[src/rtl/bbrt_edge_mul.sv]
// ---------------------------------------------------------------------------
// bbrt_edge_mul: edge function product stage
// Forms the four cross products of the two barycentric edge functions and
// the doubled triangle area, one pixel per cycle when not stalled by stage 2.
// ---------------------------------------------------------------------------
module bbrt_edge_mul #(
  parameter int COORD_BITS = 16,
  parameter int MAX_DIM    = 4096
) (
  input  logic                                 clk,
  input  logic                                 rst_n,
  // stage 1 pixel
  input  logic                                 s1_valid,
  output logic                                 s1_ready,
  input  logic [$clog2(MAX_DIM)-1:0]           s1_px,
  input  logic [$clog2(MAX_DIM)-1:0]           s1_py,
  input  logic                                 s1_last,
  input  logic signed [((COORD_BITS > $clog2(MAX_DIM) + 1) ?
                       COORD_BITS : $clog2(MAX_DIM) + 1):0] s1_pax,
  input  logic signed [((COORD_BITS > $clog2(MAX_DIM) + 1) ?
                       COORD_BITS : $clog2(MAX_DIM) + 1):0] s1_pay,
  input  logic signed [COORD_BITS:0]           s1_ax,
  input  logic signed [COORD_BITS:0]           s1_ay,
  input  logic signed [COORD_BITS:0]           s1_cx,
  input  logic signed [COORD_BITS:0]           s1_cy,
  input  logic signed [2*COORD_BITS+1:0]       s1_area_p0,
  input  logic signed [2*COORD_BITS+1:0]       s1_area_p1,
  // stage 2 products
  output logic                                 s2_valid,
  input  logic                                 s2_ready,
  output logic [$clog2(MAX_DIM)-1:0]           s2_px,
  output logic [$clog2(MAX_DIM)-1:0]           s2_py,
  output logic                                 s2_last,
  output logic signed [COORD_BITS + ((COORD_BITS > $clog2(MAX_DIM) + 1) ?
                       COORD_BITS : $clog2(MAX_DIM) + 1) + 1:0] s2_m0,
  output logic signed [COORD_BITS + ((COORD_BITS > $clog2(MAX_DIM) + 1) ?
                       COORD_BITS : $clog2(MAX_DIM) + 1) + 1:0] s2_m1,
  output logic signed [COORD_BITS + ((COORD_BITS > $clog2(MAX_DIM) + 1) ?
                       COORD_BITS : $clog2(MAX_DIM) + 1) + 1:0] s2_m2,
  output logic signed [COORD_BITS + ((COORD_BITS > $clog2(MAX_DIM) + 1) ?
                       COORD_BITS : $clog2(MAX_DIM) + 1) + 1:0] s2_m3,
  output logic signed [COORD_BITS + ((COORD_BITS > $clog2(MAX_DIM) + 1) ?
                       COORD_BITS : $clog2(MAX_DIM) + 1) + 3:0] s2_area
);

  localparam int DIM_BITS = $clog2(MAX_DIM);
  localparam int DW       = COORD_BITS + 1;
  localparam int PAW      = ((COORD_BITS > DIM_BITS + 1) ? COORD_BITS : DIM_BITS + 1) + 1;
  localparam int PRW      = DW + PAW;
  localparam int EW       = PRW + 2;

  logic s2_valid_r;

  assign s1_ready = !s2_valid_r || s2_ready;

  // stage 2 valid
  always_ff @(posedge clk) begin
    if (!rst_n) begin
      s2_valid_r <= 1'b0;
    end else if (s1_ready) begin
      s2_valid_r <= s1_valid;
    end
  end

  // u = cx*pay - pax*cy, v = pax*ay - ax*pay; area = ax*cy - cx*ay
  always_ff @(posedge clk) begin
    if (s1_ready && s1_valid) begin
      s2_px   <= s1_px;
      s2_py   <= s1_py;
      s2_last <= s1_last;
      s2_m0   <= PRW'(s1_cx) * PRW'(s1_pay);
      s2_m1   <= PRW'(s1_pax) * PRW'(s1_cy);
      s2_m2   <= PRW'(s1_pax) * PRW'(s1_ay);
      s2_m3   <= PRW'(s1_ax) * PRW'(s1_pay);
      s2_area <= EW'(s1_area_p0) - EW'(s1_area_p1);
    end
  end

  assign s2_valid = s2_valid_r;

endmodule

[config.mk]
export PLATFORM = sky130hd
export DESIGN_NAME = bbrt_edge_mul
export DESIGN_NICKNAME = d
export VERILOG_FILES = /design/src/rtl/bbrt_edge_mul.sv
export SDC_FILE = /design/constraint.sdc
export NUM_CORES = 2
export LEC_CHECK = 0
export BUFFER_PORTS_ARGS = -buffer_cell sky130_fd_sc_hd__buf_2
export CAP_MARGIN = 40
export CORE_MARGIN = 5
export CORE_UTILIZATION = 55
export DETAILED_ROUTE_END_ITERATION = 7
export PLACE_DENSITY = 0.7
export SLEW_MARGIN = 20
export SYNTH_ARGS = -nofsm -noshare
export SYNTH_HDL_FRONTEND = slang
export SYNTH_SLANG_ARGS = --single-unit
[constraint.sdc]
create_clock -name clk -period 19.17 [get_ports clk]
set_input_delay 0.9585 -clock clk [delete_from_list [all_inputs] [get_ports clk]]
set_output_delay 0.9585 -clock clk [all_outputs]
set_load 0.02 [all_outputs]
==> impl_metrics.ini <==
[outcome]
status = complete, no violations

[clocking]
post-cts-setup-buffers = 0
cts-root-buf = clkbuf_16
ctsLongestPathBuffers = 2
clock-sinks = 197
numCtsBuffers = 17
cts_tree = yes
clk_pin_slew_worst_paths_ps = 100
ctsHoldBuffers = 0
cts_resized = 0
insertion_delay_ps = 510
h-tree-depth = 4

[worst_setup_path]
critPathMostFrequentCell = fa_1
critical_path.endpoint_type = flop
cp_cell_sequence = buf_2, nand2_1, inv_1, fa_1, inv_1, fa_1, fa_1, inv_1, fa_1, fa_1, inv_1, fa_1, inv_1, ha_1, a211oi_1, o21ai_1, or3_1, a221o_1, o41ai_4, o21ai_2, a221oi_2, xnor2_1
crit_type = in2reg
cp_slowest_stage_delay_ps = 540
critical_path.top_delay_family = adder cells
cpMaxStageDelayCell = buf_2
crit_required_ps = 19440
critPathArrivalTime_ps = 7400
start_kind = input pin
crit_buf_inv = 6
critPathMaxFanout = 34

[logic_synthesis]
netlist_area_um2 = 51000
synth_edf_count = 196
synth_top_area_share_pct = 46.5
synth_area_per_cell_um2 = 9.83
synthTopCellsByArea = fa_1 47%, edfxtp_1 12%, inv_1 9.3%
ys_types = 74
syn_nets = 6945
async_flop_share_pct = 0
ys_ff_latch = 197
synth_commonest_cells = 1262 x inv_1, 1185 x fa_1, 583 x and2_1, 567 x nand2_1, 374 x ha_1
synth_top_area_cell = fa_1
ys.flop_type = edfxtp_1
yosys_warnings = 0
synth_seq_area_share_pct = 11.6
synthCells = 5187
synth.most_common_cell = inv_1

[sta]
fin_crit_sh_pct = 37.2
period_needed_ps = 7130
setup_viol = 0
max_freq_mhz = 140
worst_slew_pin_slew_ps = 887
slew_violations = 0
slew_headroom_pct = 40.9
rsz0062_at_grt = no
setup_tns_ps = 0
hold_violations = 0
finalClockSkew_ps = 19.9

[floorplanning]
rows = 111
core_um2 = 91800
die_x_um = 315
dieArea_um2 = 98900
ios = 398
start_util_pct = 55.6
die_height_um = 315

[routing]
vias = 35354
drc = 0
wirelength_um = 115000
first_iter_violations = 2100
wl_per_cell_um = 17.1
viasPerCell = 5.28
antenna_left = 0
dr.pass1.iters = 5

[global_routing]
grt_pass1_vias = 38702
grtUsageMet1_pct = 34.3
track_usage_pct = 24.3
antenna_found_initial = 14
top_usage_layer = met2
grt_max_degree = 140
gr-usage-met2_pct = 40.7
grt_pass1_wl_um = 194000
grt_use_met3_pct = 3.00
grt-ovfl-total = 0

[cells_and_area]
instances_no_fill = 6695
fillerInstances = 7924
syn2layout_area_growth_pct = 7.07
nets = 7184
final_util_pct = 59.5
drive_above_1_share_pct = 8.37

[worst_hold_path]
min_path_type = reg2reg

[place]
gp_congestion = 0.844
placed_cells = 6647
port_buffers = 397
dp_hpwl_um = 92200

[job]
maxCapViolCount = 0
[layer usage]
| metal | vias up | routed length (µm) |
|---|---|---|
| li1 | 15941 | - |
| met1 | 18325 | 50100 |
| met2 | 958 | 55600 |
| met3 | 122 | 6770 |
| met4 | 8 | 2310 |
| met5 | - | 46 |
[layout make-up]
type	count	area (µm²)	share of cell area, %
antenna	13	32.5	0.0596
clock buffer	17	425	0.779
clock inverter	15	205	0.376
inverter	1262	4740	8.68
multi-input combinational	3545	39700	72.6
sequential	197	5910	10.8
tap	1243	1560	2.85
timing repair buffer	403	2080	3.81
[tightest hold or removal path: cells and delay by family (launching register included)]
family	cells	cell delay (ps)
AOI/OAI and AO/OA	1	110
DFF	1	330
and+or+nand+nor	1	110
[sequential cells by signal, indices dropped and copies added (netlist names), 12 cells and up]
| name | flops |
|---|---|
| s2_m2 | 34 |
| s2_py | 12 |
| s2_px | 12 |
| s2_m1 | 34 |
| s2_area | 35 |
| s2_m3 | 34 |
| s2_m0 | 34 |
[metrics by stage]
step / hold WS, ps / cell area, µm² / worst slack, ps
6_report: 597 / 54600 / 12040
3_3_place_gp: 600 / 53900 / 11640
5_1_grt: 590 / 54600 / 11650
2_1_floorplan: 750 / 51000 / 12220
3_5_place_dp: 579 / 53900 / 11550
4_1_cts: 575 / 54500 / 12110
[kinds of logic (layout without fill, tap and decap cells)]
| kind of cell | after synthesis | after routing | share of synthesized area, % |
|---|---|---|---|
| buffers and inverters | 1445 | 1697 | 10.7 |
| XOR/XNOR | 158 | 158 | 2.71 |
| other | 0 | 13 | 0 |
| adder cells (fa/ha/maj) | 1559 | 1559 | 55.7 |
| flip-flops | 197 | 197 | 11.6 |
| AO/OA/AOI/OAI | 393 | 393 | 5.17 |
| multiplexers | 2 | 2 | 0.0393 |
| AND/OR/NAND/NOR | 1433 | 1433 | 14.1 |
[worst paths after layout]
check	startpoint	to	slack [ps]	cells past startpoint
hold / removal	s2_valid$_SDFFE_PN0N_	s2_valid$_SDFFE_PN0N_	600	2
setup reg to reg	s2_valid$_SDFFE_PN0N_	s2_m1[28]$_DFFE_PP_	17090	4
hold reg to reg	s2_valid$_SDFFE_PN0N_	s2_valid$_SDFFE_PN0N_	600	2
setup / recovery	s1_pax[16]	s2_m1[33]$_DFFE_PP_	12040	22
[cell usage in the layout, fill, tap and decap left out, drive strengths merged, types with 12 or more instances in the layout]
cell    count
a21o       51
nor2      129
a211oi     19
nand2     567
o21bai     22
clkbuf     17
nor3       27
ha        374
nor2b      14
a31oi      12
a21oi      98
xnor2     127
edfxtp    196
buf       403
and3       16
diode      13
and2      583
fa       1185
inv      1274
nand3      22
o21ai      83
o21a       27
xor2       31
nand2b     33
Power is not shown: default switching activity piles up to over one toggle a cycle in this logic, so the estimate is an artifact.
