## src/rtl/bbrt_pkg.sv

```systemverilog
// ---------------------------------------------------------------------------
// bbrt_pkg: shared constants for the bounding-box triangle raster unit
// Command codes, configuration register indexes and register widths.
// ---------------------------------------------------------------------------
package bbrt_pkg;

  // Configuration register data width and index width
  localparam int CFG_BITS     = 13;
  localparam int CFG_IDX_BITS = 1;

  // Configuration register indexes
  localparam logic [CFG_IDX_BITS-1:0] REG_IMAGE_WIDTH  = 1'b0;
  localparam logic [CFG_IDX_BITS-1:0] REG_IMAGE_HEIGHT = 1'b1;

  // Image dimension after reset
  localparam logic [CFG_BITS-1:0] DIM_RESET = 13'd4096;

  // Input item command codes
  localparam logic CMD_LOAD = 1'b0;
  localparam logic CMD_STEP = 1'b1;

endpackage

```

## src/rtl/bbrt_scan.sv

```systemverilog
// ---------------------------------------------------------------------------
// bbrt_scan: triangle setup and bounding-box scan sequencer
// Holds the image size registers, clamps the box on a load, keeps the scan
// position and issues one pixel per active step item into the first pipeline stage.
// ---------------------------------------------------------------------------
module bbrt_scan #(
  parameter int COORD_BITS = 16,
  parameter int MAX_DIM    = 4096
) (
  input  logic                                 clk,
  input  logic                                 rst_n,
  // configuration writes
  input  logic                                 cfg_we,
  input  logic [bbrt_pkg::CFG_IDX_BITS-1:0]    cfg_index,
  input  logic [bbrt_pkg::CFG_BITS-1:0]        cfg_wdata,
  // input items
  input  logic                                 in_valid,
  output logic                                 in_ready,
  input  logic                                 in_command,
  input  logic signed [COORD_BITS-1:0]         in_v0_x,
  input  logic signed [COORD_BITS-1:0]         in_v0_y,
  input  logic signed [COORD_BITS-1:0]         in_v1_x,
  input  logic signed [COORD_BITS-1:0]         in_v1_y,
  input  logic signed [COORD_BITS-1:0]         in_v2_x,
  input  logic signed [COORD_BITS-1:0]         in_v2_y,
  // stage 1 pixel
  output logic                                 s1_valid,
  input  logic                                 s1_ready,
  output logic [$clog2(MAX_DIM)-1:0]           s1_px,
  output logic [$clog2(MAX_DIM)-1:0]           s1_py,
  output logic                                 s1_last,
  output logic signed [((COORD_BITS > $clog2(MAX_DIM) + 1) ?
                        COORD_BITS : $clog2(MAX_DIM) + 1):0] s1_pax,
  output logic signed [((COORD_BITS > $clog2(MAX_DIM) + 1) ?
                        COORD_BITS : $clog2(MAX_DIM) + 1):0] s1_pay,
  output logic signed [COORD_BITS:0]           s1_ax,
  output logic signed [COORD_BITS:0]           s1_ay,
  output logic signed [COORD_BITS:0]           s1_cx,
  output logic signed [COORD_BITS:0]           s1_cy,
  output logic signed [2*COORD_BITS+1:0]       s1_area_p0,
  output logic signed [2*COORD_BITS+1:0]       s1_area_p1
);

  localparam int DIM_BITS = $clog2(MAX_DIM);
  localparam int DW       = COORD_BITS + 1;
  localparam int LW       = (COORD_BITS > DIM_BITS + 1) ? COORD_BITS : DIM_BITS + 1;
  localparam int PAW      = LW + 1;
  localparam int AW       = 2 * DW;
  localparam int EXW      = (bbrt_pkg::CFG_BITS > DIM_BITS + 1) ?
                            bbrt_pkg::CFG_BITS : DIM_BITS + 1;

  // configuration registers
  logic [bbrt_pkg::CFG_BITS-1:0] width_r, height_r;

  // triangle state
  logic signed [COORD_BITS-1:0] v0x_r, v0y_r;
  logic signed [DW-1:0]         ax_r, ay_r, cx_r, cy_r;
  logic signed [AW-1:0]         area_p0_r, area_p1_r;
  logic [DIM_BITS-1:0]          lo_x_r, lo_y_r, hi_x_r, hi_y_r;

  // scan state
  logic                active_r, active_nxt;
  logic [DIM_BITS-1:0] sx_r, sx_nxt, sy_r, sy_nxt;

  // stage 1 valid
  logic s1_valid_r;

  // clamp datapath
  logic [EXW-1:0]       w_ext, h_ext, eff_w, eff_h;
  logic signed [LW-1:0] lim_x, lim_y;
  logic signed [LW-1:0] c0x, c0y, c1x, c1y, c2x, c2y;
  logic signed [LW-1:0] mn_x, mn_y, mx_x, mx_y;
  logic signed [LW-1:0] lo_x, lo_y, hi_x, hi_y;
  logic                 box_ok;
  logic signed [DW-1:0] ld_ax, ld_ay, ld_cx, ld_cy;

  logic in_fire, is_load, is_step, last_hit;
  logic signed [PAW-1:0] pax, pay;

  // configuration register writes
  always_ff @(posedge clk) begin
    if (!rst_n) begin
      width_r  <= bbrt_pkg::DIM_RESET;
      height_r <= bbrt_pkg::DIM_RESET;
    end else if (cfg_we) begin
      unique case (cfg_index)
        bbrt_pkg::REG_IMAGE_WIDTH:  width_r  <= cfg_wdata;
        bbrt_pkg::REG_IMAGE_HEIGHT: height_r <= cfg_wdata;
        default: ;
      endcase
    end
  end

  // effective image size and clamp limits (size - 1, may be -1)
  assign w_ext = EXW'(width_r);
  assign h_ext = EXW'(height_r);
  assign eff_w = (w_ext > EXW'(MAX_DIM)) ? EXW'(MAX_DIM) : w_ext;
  assign eff_h = (h_ext > EXW'(MAX_DIM)) ? EXW'(MAX_DIM) : h_ext;
  assign lim_x = $signed(LW'(eff_w)) - $signed(LW'(1));
  assign lim_y = $signed(LW'(eff_h)) - $signed(LW'(1));

  assign c0x = LW'(in_v0_x);
  assign c0y = LW'(in_v0_y);
  assign c1x = LW'(in_v1_x);
  assign c1y = LW'(in_v1_y);
  assign c2x = LW'(in_v2_x);
  assign c2y = LW'(in_v2_y);

  // bounding box clamped to the image
  always_comb begin
    mn_x = (c0x < c1x) ? c0x : c1x;
    mn_x = (c2x < mn_x) ? c2x : mn_x;
    mx_x = (c0x > c1x) ? c0x : c1x;
    mx_x = (c2x > mx_x) ? c2x : mx_x;
    mn_y = (c0y < c1y) ? c0y : c1y;
    mn_y = (c2y < mn_y) ? c2y : mn_y;
    mx_y = (c0y > c1y) ? c0y : c1y;
    mx_y = (c2y > mx_y) ? c2y : mx_y;

    lo_x = (mn_x < lim_x) ? mn_x : lim_x;
    lo_x = lo_x[LW-1] ? '0 : lo_x;
    lo_y = (mn_y < lim_y) ? mn_y : lim_y;
    lo_y = lo_y[LW-1] ? '0 : lo_y;
    hi_x = mx_x[LW-1] ? '0 : mx_x;
    hi_x = (hi_x < lim_x) ? hi_x : lim_x;
    hi_y = mx_y[LW-1] ? '0 : mx_y;
    hi_y = (hi_y < lim_y) ? hi_y : lim_y;

    box_ok = (lo_x <= hi_x) && (lo_y <= hi_y);
  end

  // edge vectors from v0
  assign ld_ax = DW'(in_v1_x) - DW'(in_v0_x);
  assign ld_ay = DW'(in_v1_y) - DW'(in_v0_y);
  assign ld_cx = DW'(in_v2_x) - DW'(in_v0_x);
  assign ld_cy = DW'(in_v2_y) - DW'(in_v0_y);

  // handshake and command decode
  assign in_ready = !s1_valid_r || s1_ready;
  assign in_fire  = in_valid && in_ready;
  assign is_load  = in_fire && (in_command == bbrt_pkg::CMD_LOAD);
  assign is_step  = in_fire && (in_command == bbrt_pkg::CMD_STEP) && active_r;
  assign last_hit = (sx_r == hi_x_r) && (sy_r == hi_y_r);

  // scan position: y inner, x outer
  always_comb begin
    active_nxt = active_r;
    sx_nxt     = sx_r;
    sy_nxt     = sy_r;
    priority if (is_load) begin
      active_nxt = box_ok;
      sx_nxt     = lo_x[DIM_BITS-1:0];
      sy_nxt     = lo_y[DIM_BITS-1:0];
    end else if (is_step) begin
      priority if (last_hit) begin
        active_nxt = 1'b0;
      end else if (sy_r >= hi_y_r) begin
        sy_nxt = lo_y_r;
        sx_nxt = sx_r + DIM_BITS'(1);
      end else begin
        sy_nxt = sy_r + DIM_BITS'(1);
      end
    end else begin
      active_nxt = active_r;
    end
  end

  // offsets of v0 from the pixel (v0 - pixel)
  assign pax = PAW'(v0x_r) - $signed(PAW'(sx_r));
  assign pay = PAW'(v0y_r) - $signed(PAW'(sy_r));

  // control state
  always_ff @(posedge clk) begin
    if (!rst_n) begin
      active_r   <= 1'b0;
      s1_valid_r <= 1'b0;
    end else begin
      active_r <= active_nxt;
      if (in_ready) begin
        s1_valid_r <= is_step;
      end
    end
  end

  // triangle setup and scan position
  always_ff @(posedge clk) begin
    sx_r <= sx_nxt;
    sy_r <= sy_nxt;
    if (is_load) begin
      v0x_r     <= in_v0_x;
      v0y_r     <= in_v0_y;
      ax_r      <= ld_ax;
      ay_r      <= ld_ay;
      cx_r      <= ld_cx;
      cy_r      <= ld_cy;
      area_p0_r <= AW'(ld_ax) * AW'(ld_cy);
      area_p1_r <= AW'(ld_cx) * AW'(ld_ay);
      lo_x_r    <= lo_x[DIM_BITS-1:0];
      lo_y_r    <= lo_y[DIM_BITS-1:0];
      hi_x_r    <= hi_x[DIM_BITS-1:0];
      hi_y_r    <= hi_y[DIM_BITS-1:0];
    end
  end

  // stage 1 pixel payload
  always_ff @(posedge clk) begin
    if (is_step) begin
      s1_px      <= sx_r;
      s1_py      <= sy_r;
      s1_last    <= last_hit;
      s1_pax     <= pax;
      s1_pay     <= pay;
      s1_ax      <= ax_r;
      s1_ay      <= ay_r;
      s1_cx      <= cx_r;
      s1_cy      <= cy_r;
      s1_area_p0 <= area_p0_r;
      s1_area_p1 <= area_p1_r;
    end
  end

  assign s1_valid = s1_valid_r;

endmodule

```

## config.mk

```make
export PLATFORM = sky130hd
export DESIGN_NAME = bbrt_scan
export DESIGN_NICKNAME = d
export VERILOG_FILES = /design/src/rtl/bbrt_pkg.sv /design/src/rtl/bbrt_scan.sv
export SDC_FILE = /design/constraint.sdc
export NUM_CORES = 2
export LEC_CHECK = 0
export BUFFER_PORTS_ARGS = -buffer_cell sky130_fd_sc_hd__buf_4
export CAP_MARGIN = 15
export CORE_MARGIN = 2
export CORE_UTILIZATION = 57
export CTS_CLUSTER_DIAMETER = 80
export CTS_CLUSTER_SIZE = 8
export DETAILED_ROUTE_END_ITERATION = 6
export GPL_ROUTABILITY_DRIVEN = 0
export PLACE_DENSITY = 0.85
export SKIP_LAST_GASP = 1
export SLEW_MARGIN = 20
export SYNTH_ARGS = -nofsm -noshare
export SYNTH_HDL_FRONTEND = slang
export SYNTH_SLANG_ARGS = --single-unit
```

## constraint.sdc

```tcl
create_clock -name clk -period 22.6 [get_ports clk]
set_clock_uncertainty 0.15 [all_clocks]
set_input_delay 3.39 -clock clk [delete_from_list [all_inputs] [get_ports clk]]
set_output_delay 3.39 -clock clk [all_outputs]
set_load 0.02 [all_outputs]
```

==> results.md <==
Clock tree:
- The clock tree from TritonCTS is built.
- For this design, the CTS-stage hold fixing added 0 buffers.
- The insertion delay to the later sink of the worst-skew pair is 0.63 ns.
- The total CTS buffers is 70.
- The number of gates resized after CTS was 0.
- The maximum root-to-sink buffer count is 3.
- The clock tree synthesis step divided the H-tree into 3 levels.
- After clock tree synthesis, the clock-pin slew on the worst setup and hold paths is 0.05 ns.
- The root buffer cell chosen for the clock tree is sky130_fd_sc_hd__clkbuf_16.
- Once the clock tree was built, the setup fixing pass inserted 0 buffers.
- The sink count of the clock tree is 451.

Placement:
- Detailed placement finished with a half-perimeter wire length of 104800 µm.
- The number of placed instances, taps included is 5949.
- The placed instances occupy a cell area of 50510 µm².
- The count of buffers inserted at the top-level ports is 312.

Detailed routing:
- In this run the remaining antenna-violating nets after routing total 0.
- The final layout contains routed wiring with a total length of 135000 µm.
- Dividing the detail-routed via count by the number of cells gives 6.054.
- The final route contains 36630 vias.
- In the routed design, unresolved DRC markers number 1.
- The final routed wire length divided by cell count is 22.31 µm.
- Before antenna repair, the detailed router went through 7 iterations.
- For this block, the initial DRC count from the detailed router was 3893.

Cells and area:
- Of the cells placed in the final design, the portion with a size suffix greater than 1 is 11.04%.
- After filler insertion, the fill cell instance count of the layout stands at 6132.
- Excluding fillers, the count of instances in the completed layout stands at 6051.
- In the layout the commonest cells are 767 x sky130_fd_sc_hd__inv_1, 598 x sky130_fd_sc_hd__fa_1, 521 x sky130_fd_sc_hd__nand2_1, 423 x sky130_fd_sc_hd__ha_1, 423 x sky130_fd_sc_hd__edfxtp_1.
- The most frequent standard cell in the layout excluding fill and tap cells is sky130_fd_sc_hd__inv_1.
- The final net count is 6090.
- At the end of the flow the core is filled with cells to 64.31%.
- Relative to the synthesized area, the layout overhead comes to 12.22%.
- The cell area after layout is 52550 µm².

Floorplan:
- The initialized floorplan defines 105 standard-cell rows.
- The starting density of the core is 57.30%.
- The count of pins on the block boundary is 313.
- The core region area is 81720 µm².
- The die is 290.6 µm tall.
- The die span in x is 290.6 µm.
- The die covers 84460 µm².

Critical path:
- The cell with the largest stage delay on the worst path is sky130_fd_sc_hd__o31a_1.
- The endpoint required time on the critical path is 23.01 ns.
- The element type at the critical path end is a register.
- The maximum fanout count along the critical path is 27.
- The worst path arrival time is 13.00 ns.
- The depth of the worst register-to-register path is 27.
- The sort of element at the start of the critical path is a primary input.
- The most numerous cell on the critical path is sky130_fd_sc_hd__o21a_1.
- On the worst path, the slowest cell contributes a delay of 0.76 ns.
- The path type of the worst setup path is primary input to register.

Synthesis:
- After synthesis, the cell types taking the most area are sky130_fd_sc_hd__edfxtp_1 27%, sky130_fd_sc_hd__fa_1 26%, sky130_fd_sc_hd__ha_1 11%, sky130_fd_sc_hd__inv_1 6.2%, sky130_fd_sc_hd__nand2_1 4.2%.
- The synthesized netlist net count is 5778.
- The count of state elements after synthesis is 451.
- The post-synthesis cell type count is 90.
- The share of synthesized area in the top cell type comes to 27.13%.
- The number of warnings printed during yosys synthesis is 0.
- The netlist area before placement is 46830 µm².
- The number of enable flip-flop cells after synthesis is 423.
- Each instance of the synthesized netlist takes up on average 10.09 µm².
- The part of the Yosys area used for sequential elements is 28.32%.
- The prevailing post-synth register cell is sky130_fd_sc_hd__edfxtp_1.
- In the synthesized netlist the async set-or-reset flop fraction comes to 0%.
- Summed over all instances, the cell type with the most area after synthesis is sky130_fd_sc_hd__edfxtp_1.
- The number of instances in the synthesized netlist is 4639.

Status:
- The run finished, with violations left.
- The checks that failed: DRC.

Timing:
- At the pin with the least slew margin, the transition time is 1.132 ns.
- The number of hold violations in the final report is 0.
- The final-report setup violation count is 0.
- The maximum operating frequency is 79.41 MHz.
- Counting I/O delays and the setup requirement, the final critical path takes 12.59 ns.
- Setup repair after global routing left no endpoint under its margin.
- The max-slew headroom at the worst pin is 24.30%.
- Summed over all failing endpoints, the final setup total negative slack is 0 ns.
- The max-slew violation count is 0.
- After layout, the worst path uses 55.72% of the clock period.

GRT:
- The largest net degree at the start of global routing is 84.
- The first global-routing pass estimated 208100 µm of wire.
- The total congestion overflow after global routing is 0.
- Global routing consumed, over all layers together, 31.92% of the routing resources.
- The initial antenna violation count is 10.
- The via count of the first global-routing pass came to 37710.

Run:
- Across the run, the number of max-cap violations was 0.

Min path:
- The path category of the worst min-delay check is register to register.
- The count of cells along the worst hold path is 0.
[stage by stage]
step,worst slack (ns),hold slack [ns]
finish,10.01,0.2631
global route,9.299,0.2720
CTS,10.12,0.2643
detailed placement,9.540,0.2545
global placement,9.716,0.2507
floorplan,10.98,0.2503
[final timing paths]
check / start / end / slack, ns
setup / recovery: in_v0_y[15] / active_r / 10.01
hold reg to reg: ax_r[4] / s1_ax[4] / 0.26
setup reg to reg: h_ext[12] / active_r / 15.23
hold / removal: ax_r[4] / s1_ax[4] / 0.26
[cells in the mapped netlist, types with 8 or more instances]
cell / number
sky130_fd_sc_hd__a211o_1: 8
sky130_fd_sc_hd__a211oi_1: 19
sky130_fd_sc_hd__a21boi_0: 42
sky130_fd_sc_hd__a21o_1: 74
sky130_fd_sc_hd__a21oi_1: 184
sky130_fd_sc_hd__a2bb2oi_1: 8
sky130_fd_sc_hd__a31o_2: 16
sky130_fd_sc_hd__a31oi_1: 33
sky130_fd_sc_hd__and2_1: 91
sky130_fd_sc_hd__and3_1: 12
sky130_fd_sc_hd__buf_2: 20
sky130_fd_sc_hd__clkbuf_1: 107
sky130_fd_sc_hd__clkinv_1: 9
sky130_fd_sc_hd__dfxtp_1: 28
sky130_fd_sc_hd__edfxtp_1: 423
sky130_fd_sc_hd__fa_1: 598
sky130_fd_sc_hd__ha_1: 425
sky130_fd_sc_hd__inv_1: 769
sky130_fd_sc_hd__mux2_2: 16
sky130_fd_sc_hd__mux2i_1: 52
sky130_fd_sc_hd__nand2_1: 521
sky130_fd_sc_hd__nand2b_1: 31
sky130_fd_sc_hd__nand3_1: 49
sky130_fd_sc_hd__nand4_1: 33
sky130_fd_sc_hd__nor2_1: 376
sky130_fd_sc_hd__nor2b_1: 54
sky130_fd_sc_hd__nor3_1: 54
sky130_fd_sc_hd__nor4_1: 17
sky130_fd_sc_hd__o211ai_1: 16
sky130_fd_sc_hd__o21a_1: 37
sky130_fd_sc_hd__o21ai_0: 113
sky130_fd_sc_hd__o21ai_1: 10
sky130_fd_sc_hd__o21bai_1: 23
sky130_fd_sc_hd__o22ai_1: 15
sky130_fd_sc_hd__o31ai_1: 18
sky130_fd_sc_hd__or2_2: 17
sky130_fd_sc_hd__or3_1: 28
sky130_fd_sc_hd__xnor2_1: 136
sky130_fd_sc_hd__xor2_1: 50
[final cells by class]
type                            count  area (µm²)  share of cell area [%]
Clock buffer                       82        1818                   3.460
Inverter                          779        2939                   5.593
Tap cell                         1070        1339                   2.548
Timing Repair Buffer              370        2778                   5.286
Multi-Input combinational cell   3279       30230                   57.53
Antenna cell                        6       15.01                 0.02857
Sequential cell                   451       13260                   25.24
Clock inverter                     14       168.9                  0.3214
[worst max-delay path, delay by kind of cell]
family / cells / cell delay (ns)
buffers and inverters: 4 / 0.61
AO/OA/AOI/OAI: 26 / 5.30
adder cells (fa/ha/maj): 4 / 1.35
multiplexers: 1 / 0.23
AND/OR/NAND/NOR: 8 / 2.12
[state kept, by name, indices dropped and copies added, names as in the netlist, 13 cells and up]
register / count
s1_area_p1: 34
s1_cy: 17
s1_pay: 17
v0x_r: 16
v0y_r: 16
ax_r: 17
s1_cx: 17
cx_r: 17
ay_r: 17
w_ext: 13
area_p0_r: 34
s1_ay: 17
s1_pax: 17
s1_ax: 17
h_ext: 13
cy_r: 17
area_p1_r: 34
s1_area_p0: 34
[kinds of logic after synthesis]
family          Yosys count  share of synthesized area (%)
compound gates          683                          9.611
xor+xnor                188                          3.548
fa+ha+maj              1023                          36.92
buf+inv                 909                          7.372
flops                   451                          28.32
mux                      69                          1.528
simple gates           1316                          12.69
[per-layer routing]
metal | track usage, % | up-vias | routed length (µm)
met1 | 39.35 | 17640 | 47570
met4 | 17.53 | 4 | 8743
met3 | 8.512 | 673 | 15890
met2 | 51.28 | 2422 | 62770
met5 | 0 | - | 27
li1 | - | 15890 | -
Power is left out: the tool's default activity adds up to more than one toggle a clock period on the data nets, which glitch-free logic cannot reach.
