==> config.mk <==
export PLATFORM = sky130hd
export DESIGN_NAME = bbrt_cover
export DESIGN_NICKNAME = d
export VERILOG_FILES = /design/src/rtl/bbrt_cover.sv
export SDC_FILE = /design/constraint.sdc
export NUM_CORES = 1
export LEC_CHECK = 0
export ABC_AREA = 1
export ABC_CLOCK_PERIOD_IN_PS = 5850
export BUFFER_PORTS_ARGS = -buffer_cell sky130_fd_sc_hd__buf_2
export CORE_MARGIN = 8
export CORE_UTILIZATION = 57
export DETAILED_ROUTE_END_ITERATION = 10
export PLACE_DENSITY = 0.84
export SKIP_LAST_GASP = 1
export SYNTH_ARGS = -nofsm -noshare
export SYNTH_HDL_FRONTEND = slang
export SYNTH_SLANG_ARGS = --single-unit
export TNS_END_PERCENT = 20
==> constraint.sdc <==
create_clock -name clk -period 5.85 [get_ports clk]
set_input_delay 1.17 -clock clk [delete_from_list [all_inputs] [get_ports clk]]
set_output_delay 1.17 -clock clk [all_outputs]
set_load 0.03 [all_outputs]
==> src/rtl/bbrt_cover.sv <==
// ---------------------------------------------------------------------------
// bbrt_cover: coverage test and result register
// Combines the edge products into u and v, applies the inclusive sign test
// against the doubled area and holds the result item for the output channel.
// ---------------------------------------------------------------------------
module bbrt_cover #(
  parameter int COORD_BITS = 16,
  parameter int MAX_DIM    = 4096
) (
  input  logic                                 clk,
  input  logic                                 rst_n,
  // stage 2 products
  input  logic                                 s2_valid,
  output logic                                 s2_ready,
  input  logic [$clog2(MAX_DIM)-1:0]           s2_px,
  input  logic [$clog2(MAX_DIM)-1:0]           s2_py,
  input  logic                                 s2_last,
  input  logic signed [COORD_BITS + ((COORD_BITS > $clog2(MAX_DIM) + 1) ?
                      COORD_BITS : $clog2(MAX_DIM) + 1) + 1:0] s2_m0,
  input  logic signed [COORD_BITS + ((COORD_BITS > $clog2(MAX_DIM) + 1) ?
                      COORD_BITS : $clog2(MAX_DIM) + 1) + 1:0] s2_m1,
  input  logic signed [COORD_BITS + ((COORD_BITS > $clog2(MAX_DIM) + 1) ?
                      COORD_BITS : $clog2(MAX_DIM) + 1) + 1:0] s2_m2,
  input  logic signed [COORD_BITS + ((COORD_BITS > $clog2(MAX_DIM) + 1) ?
                      COORD_BITS : $clog2(MAX_DIM) + 1) + 1:0] s2_m3,
  input  logic signed [COORD_BITS + ((COORD_BITS > $clog2(MAX_DIM) + 1) ?
                      COORD_BITS : $clog2(MAX_DIM) + 1) + 3:0] s2_area,
  // result items
  output logic                                 out_valid,
  input  logic                                 out_ready,
  output logic [$clog2(MAX_DIM)-1:0]           out_pixel_x,
  output logic [$clog2(MAX_DIM)-1:0]           out_pixel_y,
  output logic                                 out_covered,
  output logic                                 out_last_pixel
);

  localparam int DIM_BITS = $clog2(MAX_DIM);
  localparam int PAW      = ((COORD_BITS > DIM_BITS + 1) ? COORD_BITS : DIM_BITS + 1) + 1;
  localparam int EW       = COORD_BITS + 1 + PAW + 2;

  logic                 out_valid_r;
  logic signed [EW-1:0] u, v, uv;
  logic                 hit;

  assign s2_ready = !out_valid_r || out_ready;

  // edge functions and inclusive sign test; zero area covers nothing
  assign u  = EW'(s2_m0) - EW'(s2_m1);
  assign v  = EW'(s2_m2) - EW'(s2_m3);
  assign uv = u + v;

  always_comb begin
    priority if (s2_area == '0) begin
      hit = 1'b0;
    end else if (!s2_area[EW-1]) begin
      hit = !u[EW-1] && !v[EW-1] && (uv <= s2_area);
    end else begin
      hit = (u[EW-1] || (u == '0)) && (v[EW-1] || (v == '0)) && (uv >= s2_area);
    end
  end

  // result valid
  always_ff @(posedge clk) begin
    if (!rst_n) begin
      out_valid_r <= 1'b0;
    end else if (s2_ready) begin
      out_valid_r <= s2_valid;
    end
  end

  // result payload
  always_ff @(posedge clk) begin
    if (s2_ready && s2_valid) begin
      out_pixel_x    <= s2_px;
      out_pixel_y    <= s2_py;
      out_covered    <= hit;
      out_last_pixel <= s2_last;
    end
  end

  assign out_valid = out_valid_r;

endmodule

==> reports/metrics.yaml, run 1 <==
setup_path:
  critical_path_class: "input pin to flop"
  worst_path_most_repeated_cell: "nand2_1"
  critical-path-max-stage-delay_ns: 0.43
  crit_required_ns: 5.87
  cp_max_fo: 4
  worstPathArrival_ns: 5.91
  slowest_stage: "fa_2"
  start_kind: "input pin"
  reg2reg_depth: 2
  cp-end-kind: "flop"
drt:
  drc: 0
  initialDrtViolationCount: 1306
  dr.pass1.iters: 7
  vias: 13172
  drtAntennaViolNets: 0
  wl_per_cell_um: 16.94
  wirelength_mm: 39.89
  routed_via_density: 5.593
global_routing:
  grt_max_degree: 24
  grtUsageTotal_pct: 32.74
  grt_pass1_vias: 12184
  antenna_found_initial: 0
  grt_pass1_wl_mm: 58.64
  grt_overflow: 0
clock_network:
  ctsLongestPathBuffers: 2
  cts_tree: "yes"
  clockRootBuffer: "clkbuf_16"
  cts_buffers: 3
  insertion_delay_ns: 0.27
  cts.sinks: 27
  clkTransAtPathRegs_ns: 0.07
  htreeDepth: 1
  cts_hold_buffers: 0
power:
  p_comb_share_pct: 87.4
  clockPowerShare_pct: 5.2
  intPower_mw: 1.426
  powerDensity_nw_per_um2: 242.6
  p_leak_nw: 7.590
  swShare_pct: 54.38
  finalPower_mw: 3.125
  p_sw_mw: 1.700
  pwr-share-seq_pct: 7.4
  ir_drop_mv: 0.2851
cells_and_area:
  fin_cells: 2355
  postLayoutCoreUtil_pct: 77.41
  n_antenna_cell: 0
  drive_above_1_share_pct: 26.23
  syn_to_final_growth_pct: 32.77
  final_cell_mix: "nand2_1, inv_1, buf_2, nor2_1, buf_4"
  filler_cell_count: 1303
  mostFrequentLayoutCell: "nand2_1"
  fin_nets: 2480
timing:
  timing.final.crit_share_pct: 100.6
  hold_violations: 0
  slew_headroom_pct: 68.12
  fin_tns_setup_ns: -0.03697
  drv_slew: 0
  fmax_mhz: 169.9
  layout_setup_ws_ns: -0.03697
  period_needed_ns: 5.887
  holdWs_ns: 0.5700
  setup_viol: 1
  finalClockSkew_ns: 0.0008777
  tightest_slew_ns: 0.4738
floorplan:
  initial_core_util_pct: 58.30
  rows: 47
  fp.dieH_um: 146.5
  ioPinCount: 229
  core_um2: 16640
  die_w_um: 146.5
  dieArea_um2: 21450
flow_run:
  max_cap_viol_count: 0
placement:
  dp.cells: 2342
  dp_hpwl_mm: 32.44
  port_buffers: 228
  place.gp.congestion: 1.051
yosys:
  ys_types: 39
  ys_seq_elements: 27
  yosysWarningCount: 0
  synth.yosys.seq_area_share_pct: 8.253
  syn_area_um2: 9703
  synth-main-ff-cell: "edfxtp_1"
  ys_async_sr_fraction_pct: 0
  synthCells: 1785
  synth_fp_nets: 2129
  synth-edff-count: 26
  synth_area_per_cell_um2: 5.436
run_status:
  violations: "setup timing"
  status: "finished, violations left"
worst_hold_path:
  whs_path_depth: 2
  hold_class: "flop to flop"
==> cells by family after synthesis <==
| family | Yosys count | share of synthesized area (%) |
|---|---|---|
| xor gates and xnor gates | 42 | 3.791 |
| AOI/OAI and AO/OA | 199 | 11.22 |
| DFF | 27 | 8.253 |
| and+or+nand+nor | 958 | 41.97 |
| adders and majority gates | 143 | 18.67 |
| buffers and inverters | 416 | 16.09 |
==> layer usage <==
layer | up-vias | global-route usage (%) | routed length (µm)
li1 | 6311 | - | -
met1 | 5794 | 40.52 | 15800
met2 | 903 | 55.37 | 18090
met3 | 164 | 5.779 | 4211
met4 | 0 | 12.52 | 1785
met5 | - | 0.2375 | 0
==> synth_stat cells, types with 3 or more instances <==
cell      count  area [µm²]
a21o_1        4       30.03
nand4_1      37       231.5
nand3_1     100       500.5
xnor2_1      15       131.4
nor3_1       21       105.1
nor2_2        4       25.02
a31oi_1       5       31.28
inv_2        12       45.04
o211ai_1      5       37.54
o21ai_1       6       30.03
nand3b_1     18       135.1
a21oi_1     118       590.6
nor4_1        8       50.05
nand2_2      11       68.82
nand3_2       3       30.03
fa_1          3       60.06
o21bai_1     10       75.07
nor2_4        5       56.30
nand2_1     593        2226
inv_1       404        1516
xor2_1       27       236.5
o21ai_0      38       190.2
edfxtp_1     26       780.8
ha_1        140        1752
o21a_1        4       30.03
nor2_1      151       566.8
==> timing repair <==
action,4_1_cts,5_1_grt
setup buffers,0,9
gates cloned,0,0
resized for setup,4,191
pin swaps,0,48
setup endpoints to repair,1,1
==> layout make-up <==
| class | count | area [µm²] | share of cell area, % |
|---|---|---|---|
| Sequential cell | 27 | 800.8 | 6.216 |
| Clock buffer | 3 | 75.07 | 0.5827 |
| Multi-Input combinational cell | 1342 | 8135 | 63.15 |
| Inverter | 416 | 1562 | 12.12 |
| Tap cell | 220 | 275.3 | 2.137 |
| Timing Repair Buffer | 346 | 2027 | 15.73 |
| Clock inverter | 1 | 7.507 | 0.05827 |
==> worst paths after layout <==
path | start | endpoint | slack [ns]
max reg2reg | out_valid$_SDFFE_PN0N_ | out_pixel_x[11]$_DFFE_PP_ | 4.54
max | s2_m0[0] | out_covered$_SDFFCE_PN0P_ | -0.04
min | out_valid$_SDFFE_PN0N_ | out_valid$_SDFFE_PN0N_ | 0.57
min reg2reg | out_valid$_SDFFE_PN0N_ | out_valid$_SDFFE_PN0N_ | 0.57
==> stage by stage <==
| step | area [µm²] | worst slack [ns] |
|---|---|---|
| after floorplan | 9703 | 0.5148 |
| after global placement | 11940 | -0.1794 |
| after detailed placement | 11940 | -0.3261 |
| after CTS | 12040 | 0.02883 |
| after global routing | 12880 | -0.2795 |
| final | 12880 | -0.03697 |
==> power by group through the flow <==
stage / combinational, mW / sequential, mW / clock, mW
after floorplan: 1.43 / 0.260 / 0
after global placement: 2.19 / 0.234 / 0
after detailed placement: 2.27 / 0.236 / 0
after CTS: 2.32 / 0.231 / 0.158
after global routing: 2.94 / 0.232 / 0.166
final: 2.73 / 0.232 / 0.162
==> worst max-delay path, delay by kind of cell <==
family                     cells  cell delay [ns]
xor gates and xnor gates       1             0.16
buffers and inverters          6             0.55
adders and majority gates      4             1.18
AOI/OAI and AO/OA              6             0.78
and+or+nand+nor               21             2.05
==> state kept, by name, indices dropped and copies added (netlist names) <==
| name | cells |
|---|---|
| out_pixel_x | 12 |
| out_pixel_y | 12 |
| out_covered | 1 |
| out_last_pixel | 1 |
| out_valid | 1 |
(Power assumes the default switching activity.)
==> run 2: changes to the inputs <==
Settings changed: CORE_UTILIZATION 57 to 25, PLACE_DENSITY 0.84 to not set.
==> reports/metrics.yaml, run 2 (synthesized netlist as in run 1, its figures left out) <==
run_status:
  status: "complete, no violations"  # was finished, violations left
timing:
  finalClockSkew_ns: 0.009629  # was 0.0008777 ns
  layout_setup_ws_ns: 0.3714  # was -0.03697 ns
  tightest_slew_ns: 0.3965  # was 0.4738 ns
  setup_viol: 0  # was 1
  holdWs_ns: 0.5199  # was 0.5700 ns
  period_needed_ns: 5.479  # was 5.887 ns
  fmax_mhz: 182.5  # was 169.9 MHz
  slew_headroom_pct: 73.32  # was 68.12%
  timing.final.crit_share_pct: 93.65  # was 100.6%
  hold_violations: 0  # unchanged
  drv_slew: 0  # unchanged
clock_network:
  insertion_delay_ns: 0.25  # was 0.27 ns
  cts_buffers: 3  # unchanged
  clkTransAtPathRegs_ns: 0.06  # was 0.07 ns
  clockRootBuffer: "clkbuf_16"  # unchanged
  htreeDepth: 1  # unchanged
  ctsLongestPathBuffers: 2  # unchanged
  cts_tree: "yes"  # unchanged
  cts.sinks: 27  # unchanged
floorplan:
  initial_core_util_pct: 25.22  # was 58.30%
  dieArea_um2: 45370  # was 21450 µm²
  die_w_um: 213.0  # was 146.5 µm
  fp.dieH_um: 213.0  # was 146.5 µm
  rows: 72  # was 47
  ioPinCount: 229  # unchanged
  core_um2: 38470  # was 16640 µm²
power:
  powerDensity_nw_per_um2: 224.6  # was 242.6 nW/µm²
  finalPower_mw: 2.964  # was 3.125 mW
  ir_drop_mv: 0.09315  # was 0.2851 mV
  p_leak_nw: 7.609  # was 7.590 nW
global_routing:
  grt_use_met3_pct: 1.644  # was 5.779%
  grt_pass1_vias: 11593  # was 12184
  busiest_layer: "met2"  # unchanged
  grt_max_degree: 26  # was 24
  grt_pass1_wl_mm: 58.12  # was 58.64 mm
  grt_use_met1_pct: 21.89  # was 40.52%
  grtUsageMet2_pct: 25.69  # was 55.37%
  grtUsageTotal_pct: 15.64  # was 32.74%
  antenna_found_initial: 0  # unchanged
  grt_overflow: 0  # unchanged
drt:
  initialDrtViolationCount: 736  # was 1306
  drc: 0  # unchanged
  vias: 11978  # was 13172
  wirelength_mm: 37.29  # was 39.89 mm
  routed_via_density: 4.511  # was 5.593
  dr.pass1.iters: 8  # was 7
  wl_per_cell_um: 14.04  # was 16.94 µm
  drtAntennaViolNets: 0  # unchanged
setup_path:
  crit_required_ns: 5.86  # was 5.87 ns
  start_kind: "input pin"  # unchanged
  cp_max_fo: 6  # was 4
  r2r_slack_ns: 4.68  # was 4.54 ns
  worstPathArrival_ns: 5.49  # was 5.91 ns
  critical_path_class: "input pin to flop"  # unchanged
  critical-path-max-stage-delay_ns: 0.40  # was 0.43 ns
  cp-end-kind: "flop"  # unchanged
  slowest_stage: "ha_1"  # was fa_2
cells_and_area:
  mostFrequentLayoutCell: "nand2_1"  # unchanged
  syn_to_final_growth_pct: 36.00  # was 32.77%
  drive_above_1_share_pct: 25.50  # was 26.23%
  design_area_um2: 13200  # was 12880 µm²
  reg_top3: "out_pixel_x x12, out_pixel_y x12"  # unchanged
  fin_nets: 2482  # was 2480
  filler_cell_count: 4383  # was 1303
  postLayoutCoreUtil_pct: 34.31  # was 77.41%
  n_antenna_cell: 0  # unchanged
  final_cell_mix: "nand2_1, inv_1, buf_2, nor2_1, buf_4"  # unchanged
worst_hold_path:
  hold_class: "flop to flop"  # unchanged
placement:
  dpl_cell_area_um2: 12370  # was 11940 µm²
  port_buffers: 228  # unchanged
  place.gp.congestion: 0.9346  # was 1.051
  dp_slack_ns: -0.1815  # was -0.3261 ns
  dp_hpwl_mm: 33.93  # was 32.44 mm
flow_run:
  max_cap_viol_count: 0  # unchanged
==> run 2: where the power goes <==
part / internal, mW / switching (mW) / leakage [nW]
registers: 0.227 / 0.00277 / 0.260
clock network: 0.0918 / 0.0538 / 0.0409
logic: 1.10 / 1.49 / 7.31
total: 1.42 / 1.55 / 7.61
==> run 2: repair_timing <==
item / CTS / global route
hold buffers: 0 / 0
endpoints found under the hold margin: 0 / 0
setup endpoints to repair: 0 / 1
setup buffers: 0 / 4
gates resized for setup: 0 / 171
==> run 2: metal layers <==
layer,vias to the layer above,routed length (µm)
met5,-,0
met4,0,744
met3,39,2105
met2,350,16370
met1,5281,18070
li1,6308,-
==> run 2: cell type report <==
cell class / count / area (µm²) / area share (%)
Clock inverter: 1 / 5.005 / 0.03793
Sequential cell: 27 / 800.8 / 6.068
Clock buffer: 3 / 75.07 / 0.5689
Tap cell: 518 / 648.1 / 4.911
Multi-Input combinational cell: 1342 / 8060 / 61.08
Inverter: 416 / 1562 / 11.83
Timing Repair Buffer: 348 / 2046 / 15.50
==> run 2: per-stage QoR <==
stage	instances	setup TNS [ns]
after floorplan	1785	0
after global placement	2647	-0.1184
after detailed placement	2647	-0.1815
after CTS	2651	0
after global routing	2655	-0.04912
final	2655	0
==> run 2: worst paths after layout <==
| path | cells after the start | startpoint | end |
|---|---|---|---|
| max reg2reg | 2 | out_valid$_SDFFE_PN0N_ | out_pixel_x[4]$_DFFE_PP_ |
| min reg2reg | 2 | out_valid$_SDFFE_PN0N_ | out_valid$_SDFFE_PN0N_ |
| min | 2 | out_valid$_SDFFE_PN0N_ | out_valid$_SDFFE_PN0N_ |
| max | 36 | s2_m1[23] | out_covered$_SDFFCE_PN0P_ |
==> run 2: critical path: cells and delay by family <==
kind	cells	cell delay [ns]
compound gates	5	0.52
xor+xnor	1	0.19
fa+ha+maj	3	0.96
buf+inv	9	0.74
simple gates	18	1.91
==> run 3: changes to the inputs <==
Settings changed: ABC_AREA 1 to not set, ABC_CLOCK_PERIOD_IN_PS 5850 to 6800, SLEW_MARGIN set to 20.
Clock period 5.85 ns to 6.8 ns, I/O delays scaled along.
==> reports/metrics.yaml, run 3 <==
run_status:
  status: "finished, violations left"  # was complete, no violations
  violations: "setup timing"
setup_path:
  critical_path_class: "input pin to flop"  # unchanged
  worstPathArrival_ns: 7.01  # was 5.49 ns
  start_kind: "input pin"  # unchanged
  cp-end-kind: "flop"  # unchanged
  cp_max_fo: 4  # was 6
  crit_required_ns: 6.80  # was 5.86 ns
  critical-path-max-stage-delay_ns: 0.37  # was 0.40 ns
  slowest_stage: "a221o_1"  # was ha_1
floorplan:
  initial_core_util_pct: 25.42  # was 25.22%
  die_w_um: 192.4  # was 213.0 µm
  ioPinCount: 229  # unchanged
  core_um2: 30590  # was 38470 µm²
  fp.dieH_um: 192.4  # was 213.0 µm
  rows: 64  # was 72
  dieArea_um2: 37000  # was 45370 µm²
yosys:
  synth.top_cell.area_share_pct: 22.53  # was 22.94%
  synth-edff-count: 26  # unchanged
  ys_seq_elements: 27  # unchanged
  synthCells: 1034  # was 1785
  synth_fp_nets: 1378  # was 2129
  synthTopCellsByArea: "ha_1, edfxtp_1, inv_1, a21oi_1, a21o_1"  # was nand2_1, ha_1, inv_1, edfxtp_1, a21oi_1
  synth-main-ff-cell: "edfxtp_1"  # unchanged
  synth.yosys.seq_area_share_pct: 10.30  # was 8.253%
  yosysTopAreaCell: "ha_1"  # was nand2_1
  ys_types: 79  # was 39
  synth_most_common_cell: "inv_1"  # was nand2_1
  syn_area_um2: 7775  # was 9703 µm²
  yosysWarningCount: 0  # unchanged
  synth_area_per_cell_um2: 7.519  # was 5.436 µm²
  netlist_top_cells_count: "inv_1, ha_1, a21oi_1"  # was nand2_1, inv_1, nor2_1
  ys_async_sr_fraction_pct: 0  # unchanged
cells_and_area:
  final_cell_mix: "buf_4, buf_2, inv_1, ha_1, a21oi_1"  # was nand2_1, inv_1, buf_2, nor2_1, buf_4
  filler_cell_count: 3312  # was 4383
  reg_top3: "out_pixel_x x12, out_pixel_y x12"  # unchanged
  mostFrequentLayoutCell: "buf_4"  # was nand2_1
  drive_above_1_share_pct: 33.92  # was 25.50%
  fin_nets: 1831  # was 2482
  syn_to_final_growth_pct: 45.49  # was 36.00%
  postLayoutCoreUtil_pct: 36.98  # was 34.31%
power:
  powerDensity_nw_per_um2: 218.1  # was 224.6 nW/µm²
  clockPowerShare_pct: 5.4  # was 4.9%
  swShare_pct: 45.15  # was 52.18%
  p_leak_nw: 5.922  # was 7.609 nW
  p_comb_share_pct: 86.6  # was 87.3%
  ir_drop_mv: 0.08915  # was 0.09315 mV
  pwr-share-seq_pct: 8.0  # was 7.8%
  intPower_mw: 1.353  # was 1.417 mW
  finalPower_mw: 2.467  # was 2.964 mW
  p_sw_mw: 1.114  # was 1.546 mW
global_routing:
  grt_overflow: 0  # unchanged
  grt_max_degree: 27  # was 26
  antenna_found_initial: 6  # was 0
  grt_pass1_wl_mm: 44.19  # was 58.12 mm
  grtUsageTotal_pct: 14.48  # was 15.64%
  grt_pass1_vias: 9129  # was 11593
drt:
  wl_per_cell_um: 14.88  # was 14.04 µm
  wirelength_mm: 28.08  # was 37.29 mm
  drc: 0  # unchanged
  routed_via_density: 4.780  # was 4.511
  initialDrtViolationCount: 368  # was 736
  vias: 9020  # was 11978
  dr.pass1.iters: 7  # was 8
  drtAntennaViolNets: 0  # unchanged
clock_network:
  insertion_delay_ns: 0.26  # was 0.25 ns
  cts_buffers: 3  # unchanged
  ctsLongestPathBuffers: 2  # unchanged
  cts_tree: "yes"  # unchanged
  cts_hold_buffers: 0  # unchanged
  htreeDepth: 1  # unchanged
  clkTransAtPathRegs_ns: 0.07  # was 0.06 ns
  cts.sinks: 27  # unchanged
  clockRootBuffer: "clkbuf_16"  # unchanged
timing:
  holdWs_ns: 0.5236  # was 0.5199 ns
  fin_tns_setup_ns: -0.2160  # was 0 ns
  setup_viol: 1  # was 0
  finalClockSkew_ns: 0.001362  # was 0.009629 ns
  layout_setup_ws_ns: -0.2160  # was 0.3714 ns
  period_needed_ns: 7.016
  hold_violations: 0  # unchanged
  tightest_slew_ns: 1.106  # was 0.3965 ns
  rsz0062_at_grt: "true"
  drv_slew: 0  # unchanged
  timing.final.crit_share_pct: 103.2
  fmax_mhz: 142.5
  slew_headroom_pct: 25.58  # was 73.32%
placement:
  dp_hpwl_mm: 25.64  # was 33.93 mm
  place.gp.congestion: 0.9062  # was 0.9346
  dp_slack_ns: -0.6541  # was -0.1815 ns
  port_buffers: 228  # unchanged
worst_hold_path:
  hold_class: "flop to flop"  # unchanged
flow_run:
  max_cap_viol_count: 0  # unchanged
run 3: cell types whose count changed after synthesis, sizes merged, moves of 16 or more:
cell	change
a21o	+57
a21oi	-19
inv	-270
nand2	-534
nand3	-80
nand3b	-19
nand4	-18
nor2	-98
o21ai	+16
xnor2	+37
run 3: cell families after synthesis:
group | Yosys count | synth area share [%]
AO/OA/AOI/OAI | 360 | 32.20
AND/OR/NAND/NOR | 271 | 17.75
buffers and inverters | 153 | 7.419
adder cells (fa/ha/maj) | 143 | 23.30
XOR/XNOR | 79 | 8.899
flip-flops | 27 | 10.30
multiplexers | 1 | 0.1287
run 3: worst max-delay path, delay by kind of cell:
family / cells / cell delay (ns)
AOI/OAI and AO/OA: 18 / 3.00
buffers and inverters: 4 / 0.41
xor gates and xnor gates: 2 / 0.31
adders and majority gates: 4 / 1.07
muxes: 1 / 0.18
and+or+nand+nor: 8 / 0.68
run 3: through the flow:
step / instances / instance area (µm²)
6_report: 1887 / 11310
5_1_grt: 1886 / 11310
4_1_cts: 1880 / 11260
3_5_place_dp: 1875 / 11150
3_3_place_gp: 1875 / 11150
2_1_floorplan: 1034 / 7859
run 3: path summary, 6_finish.rpt:
check,start,to,slack (ns),cells after the start
max,s2_m0[0],out_covered$_SDFFCE_PN0P_,-0.22,37
min,out_valid$_SDFFE_PN0N_,out_valid$_SDFFE_PN0N_,0.52,2
max reg2reg,out_valid$_SDFFE_PN0N_,out_pixel_x[5]$_DFFE_PP_,5.50,2
min reg2reg,out_valid$_SDFFE_PN0N_,out_valid$_SDFFE_PN0N_,0.52,2
run 3: area by class of cell:
class	count	area [µm²]	share of cell area [%]
multi-input cells	854	6513	57.57
repair buffers	455	2848	25.17
flip-flops and latches	27	800.8	7.079
inverters	146	560.5	4.955
well taps	396	495.5	4.380
clock buffers	3	75.07	0.6636
diodes	5	12.51	0.1106
clock inverters	1	7.507	0.06636
run 3: timing repair:
| action | CTS | global route |
|---|---|---|
| resized for setup | 5 | 8 |
| setup buffers | 1 | 2 |
| pin swaps | 18 | 4 |
| setup endpoints to repair | 1 | 1 |
run 3: power by group through the flow:
| stage | clock (mW) | sequential, mW | combinational (mW) |
|---|---|---|---|
| after floorplan | 0 | 0.222 | 1.28 |
| after global placement | 0 | 0.201 | 2.09 |
| after detailed placement | 0 | 0.201 | 2.10 |
| after CTS | 0.137 | 0.198 | 2.13 |
| after global routing | 0.144 | 0.198 | 2.38 |
| final | 0.133 | 0.197 | 2.14 |
run 3: layer usage:
layer / track usage (%) / part of all wire [%]
met1: 18.29 / 45
met2: 25.96 / 47
met3: 1.355 / 5.3
met4: 3.584 / 1.9
met5: 0 / 0.082
